### src/sv/bam_ram.sv
// Simple dual-port RAM, one write and one registered read per cycle
module bam_ram #(
	parameter int WIDTH = 64,
	parameter int DEPTH = 64
) (
	input  logic                     clk,
	input  logic                     we,
	input  logic [$clog2(DEPTH)-1:0] waddr,
	input  logic [WIDTH-1:0]         wdata,
	input  logic [$clog2(DEPTH)-1:0] raddr,
	output logic [WIDTH-1:0]         rdata
);

	logic [WIDTH-1:0] mem [DEPTH];

	always_ff @(posedge clk) begin
		if (we) begin
			mem[waddr] <= wdata;
		end
		rdata <= mem[raddr];
	end

endmodule

### config.mk
export PLATFORM = sky130hd
export DESIGN_NAME = bam_ram
export DESIGN_NICKNAME = d
export VERILOG_FILES = /design/src/sv/bam_ram.sv
export SDC_FILE = /design/constraint.sdc
export NUM_CORES = 2
export LEC_CHECK = 0
export BUFFER_PORTS_ARGS = -buffer_cell sky130_fd_sc_hd__buf_2
export CAP_MARGIN = 20
export CORE_UTILIZATION = 40
export DETAILED_ROUTE_END_ITERATION = 8
export PLACE_DENSITY = 0.66
export RECOVER_POWER = 100
export SLEW_MARGIN = 20
export SYNTH_ARGS = -nofsm -noshare
export SYNTH_HDL_FRONTEND = slang
export SYNTH_SLANG_ARGS = --single-unit
### constraint.sdc
create_clock -name clk -period 8.7 [get_ports clk]
set_input_delay 1.74 -clock clk [delete_from_list [all_inputs] [get_ports clk]]
set_output_delay 1.74 -clock clk [all_outputs]
set_load 0.02 [all_outputs]
; After elaboration in Yosys (flattened, before gate mapping)
; Memories as Yosys holds them, arrays and structs flattened. A register that Yosys moved wholly into a read port is not among the register bits.
; Cells that the tools add are included.
[totals]
out_inout_bits = 64
word_cells = 3
memories = 1
register_bits = 0
rom_bits = 0
mem_bits_rw = 4096
latch_bits = 0
[memory_table]
columns = name, words, width, read_ports, rd_clocked_by_memory_dff, wr, line
row1 = mem, 64, 64, 1, 1, 1, 14  ; logic [WIDTH-1:0] mem [DEPTH];
[classes]
reduce_logical = 0
n_lt_le_gt_ge = 0
mux = 2
addsub = 0
n_bitwise = 0
eq_ne = 0
shifts = 0
div = 0
n_mul = 0
[ops]
columns = op, n
row1 = 1-bit two-way mux, 2

; Logic depth before layout (Yosys ltp)
[logic_depth]
word_depth = 2
ltp_mapped = 9

; Worst setup path after synthesis
; OpenSTA, ideal clock, no wires.
[synth_path]
path_kind = input to register
start = input waddr[3]
end = memory mem[48][0], enable pin
slack_ps = 1524
setup_ps = 564
t_arrival_ps = 6612
path_stages = 4
t_required_ps = 8136
path_cell_list = clkbuf_1 -> nor2b_1 -> nand4b_1 -> nor3_1
[synth_rtl]
columns = element, line
row1 = "start, declared", 8  ; input logic [$clog2(DEPTH)-1:0] waddr,
row2 = "end, declared", 14
; Straight into the memory's write port.

; Final worst setup path
[layout_path]
start = input waddr[4]
end = memory mem[49][37], enable pin
; Straight into the memory's write port.

==> results.cfg <==
[run_status]
outcome = complete, but fails checks
violations = max-capacitance violations, max-slew violations

[global_routing]
top_usage_layer = met2
grt_pass1_wl_mm = 597.8
antenna_found_initial = 51
gr-usage-met2 = 0.3546
grt_max_degree = 135
grt_overflow = 0
grt_pass1_vias = 76010
grt_use_met3 = 0.03673
gr-usage-all-layers = 0.2161
met1_usage = 0.2944

[power_and_ir_drop]
p_int_mw = 32.64
peakVddDrop_v = 0.0001814
power_frac_clock = 0.414
p_sw_mw = 8.713
seqPwrFrac = 0.540
power_density_mw_per_mm2 = 234.8
power_leakage_nw = 53.78
switching_share = 0.2107
pwr-share-comb = 0.045

[setup_path]
rr_startpoint = mem[11][48]
regToRegSetupSlack_ns = 6.42
cp.arrival_ns = 7.09
critPathCaptureType = flop
required_ns = 9.07
cp_cell_sequence = clkbuf_1 -> nor2b_1 -> nand4_1 -> nor3_1 -> clkbuf_1 -> clkbuf_1
crit_type = input pin to flop
max_stage_delay_ns = 3.27
crit_fanout = 35
crit_top_cell = clkbuf_1
critPathLaunchType = input pin
cp_num_cells = 6
cp_num_buf_inv = 3
cp_slowest_cell = clkbuf_1
setup.worst_path.start = waddr[4]
rr_worst_depth = 5
crit_family = buffers and inverters
r2r_end = rdata[48]

[cts]
cts.path.max_buffers = 4
post_cts_buffers = 0
htree_levels = 5
path_clk_slew_ns = 0.06
tritoncts.num_buffers = 394
cts-root-buf = clkbuf_16
cts_resized = 0
holdBufCountCts = 0
cts_tree = done
cts.sinks = 4160
insertion_delay_ns = 0.92

[timing]
fin_crit_sh = 0.7718
whs_ns = 0.8370
final-setup-viol-count = 0
fmax_mhz = 148.9
fin_worst_skew_ns = 0.05289
hold_viol_final = 0
grt_setup_unrepaired = false
drv_slew = 7404
min_period_ns = 6.714
setup_tns_ns = 0
slew_headroom = -2.780
worst_slew_pin_slew_ns = 5.670

[flow_run]
cap_violations = 189

[layout]
final_nets = 7056
multiInputGateArea_mm2 = 0.03040
final_cell_count_no_fill = 12520
fillers = 32050
register_area_mm2 = 0.1243
syn2layout_area_growth_pct = 12.65
drive_above_1_share = 0.2408
utilization = 0.4527

[floorplanning]
core_mm2 = 0.3891
die_height_um = 627.2
io-pin-count = 142
row_count = 229
dieArea_mm2 = 0.3934
initial_core_util = 0.4018
die_w_um = 627.2

[synth]
synth_area_per_cell_um2 = 23.70
netlist_area_mm2 = 0.1563
async_flop_share = 0
synth-simple-area-share = 0.01240
syn_inst = 6598
yosys.area_share.adder = 0
synth.distinct_cells = 33
synth_warnings = 0
ys_ff_latch = 4160
synth_edf_count = 4096
synthXorXnorAreaFrac = 0
yosysSeqAreaShare = 0.7949
synth_compound_area_frac = 0.02477
synth_top_family_by_area = multiplexers
synth_fp_nets = 6676
synth_flop_cell = edfxtp_1
synthMuxAreaShare = 0.1561

[drt]
num_vias = 75900
wl_per_cell_um = 34.31
drtIter0Drc = 10740
route.detailed.drc = 0
dr.pass1.iters = 6
viasPerCell = 6.062
wl_mm = 429.6
ant_nets = 0

[min_path]
hold_depth = 4
holdPathEnd = rdata[2]
hold_path.class = flop to flop
hp-start = mem[52][2]

[placement]
gp_congestion = 0.8037
io_buffers = 141
dp_cells = 11770
hpwl_mm = 227.3
[how the worst max path moves through the flow]
stage,end,slack (ns)
final,mem[49][37],1.99
after global routing,mem[22][0],2.10
after CTS,rdata[38],4.30
after detailed placement,rdata[9],3.33
after global placement,rdata[9],3.32
after floorplan,mem[48][0],1.52
[cell usage in the layout, fill, tap and decap left out, types with 3 or more instances in the layout]
cell        Yosys  final
dfxtp_1        64     64
mux4_2       1024   1024
clkinv_8        0      8
or2_2          28     28
nor2_4          0     15
a41oi_1        26     26
or3_1          29     29
a22oi_1       168    168
o221ai_1       38     38
nor2b_1        28     25
clkbuf_1      140    313
clkinv_4        0      3
a211oi_1       63     60
mux2i_1       135    135
bufinv_16       0     41
inv_6           0      3
a2bb2oi_1      19     19
o22ai_1        83     83
clkinv_1        0     85
a31oi_1        18     18
nand2b_1       11      9
inv_1          19     19
buf_12          0     24
diode_2         0     18
and3_1         64     64
inv_16          0      3
buf_4          34     73
nand3_1        45     45
buf_2         170      8
clkinvlp_4      0     11
clkbuf_16       0    400
edfxtp_1     4096   4096
a22o_1         88     88
a211oi_2        0      3
clkbuf_8        0     11
clkinv_2        0     88
nor2_1        112     97
nand2_1        58     56
[routing by layer]
metal / wire (um) / share of wire
met2: 209700 / 0.49
met1: 162400 / 0.38
met3: 41890 / 0.098
met4: 15530 / 0.036
met5: 36 / 0.000084
[power groups by stage]
stage / Sequential (mW) / Combinational [mW] / Clock, mW
detailed placement: 22.7 / 1.91 / 0
CTS: 22.3 / 1.92 / 17.3
global route: 22.4 / 1.97 / 18.0
finish: 22.3 / 1.88 / 17.1
global placement: 22.7 / 1.87 / 0
floorplan: 22.7 / 1.03 / 0
[flip-flops by register name (all words and copies together), names as in the netlist]
signal,flops
rdata,64
mem,4096
[Yosys cell counts (26+ instances only)]
cell type	n	area, um^2
edfxtp_1	4096	123000
mux4_2	1024	23060
buf_2	170	850.8
a22oi_1	168	1261
clkbuf_1	140	525.5
mux2i_1	135	1351
nor2_1	112	420.4
a22o_1	88	770.7
o22ai_1	83	519.3
and3_1	64	400.4
dfxtp_1	64	1281
a211oi_1	63	473.0
nand2_1	58	217.7
nand3_1	45	225.2
o221ai_1	38	332.8
buf_4	34	255.2
or3_1	29	181.4
nor2b_1	28	175.2
or2_2	28	175.2
a41oi_1	26	227.7
[through the flow]
stage | total power [mW] | setup slack [ns] | area [um^2]
floorplan | 23.74 | 1.524 | 156300
global placement | 24.61 | 3.322 | 164200
detailed placement | 24.66 | 3.331 | 164500
CTS | 41.53 | 4.300 | 177300
global route | 42.35 | 2.101 | 176100
finish | 41.36 | 1.986 | 176100
[worst reg2reg max path, delay by kind of cell, from the launching register on]
| family | cells | cell delay [ns] |
|---|---|---|
| AO/OA/AOI/OAI | 2 | 0.94 |
| AND/OR/NAND/NOR | 2 | 0.40 |
| flip-flops | 1 | 0.37 |
| multiplexers | 1 | 0.47 |
[kinds of logic (layout without fill, tap and decap cells)]
logic type | count (synthesis) | after routing
and+or+nand+nor | 386 | 386
DFF | 4160 | 4160
AOI/OAI and AO/OA | 504 | 504
other | 0 | 18
muxes | 1159 | 1159
buffers and inverters | 389 | 1097
[area by class of cell]
cell class / count / area share
antenna: 18 / 0.0002557
timing repair buffer: 354 / 0.01152
multi-input combinational: 2049 / 0.1726
clock inverter: 245 / 0.01355
sequential: 4160 / 0.7056
tap: 5197 / 0.03692
clock buffer: 479 / 0.05914
inverter: 19 / 0.0004049
Note: power is estimated with default switching activity, not from simulation.
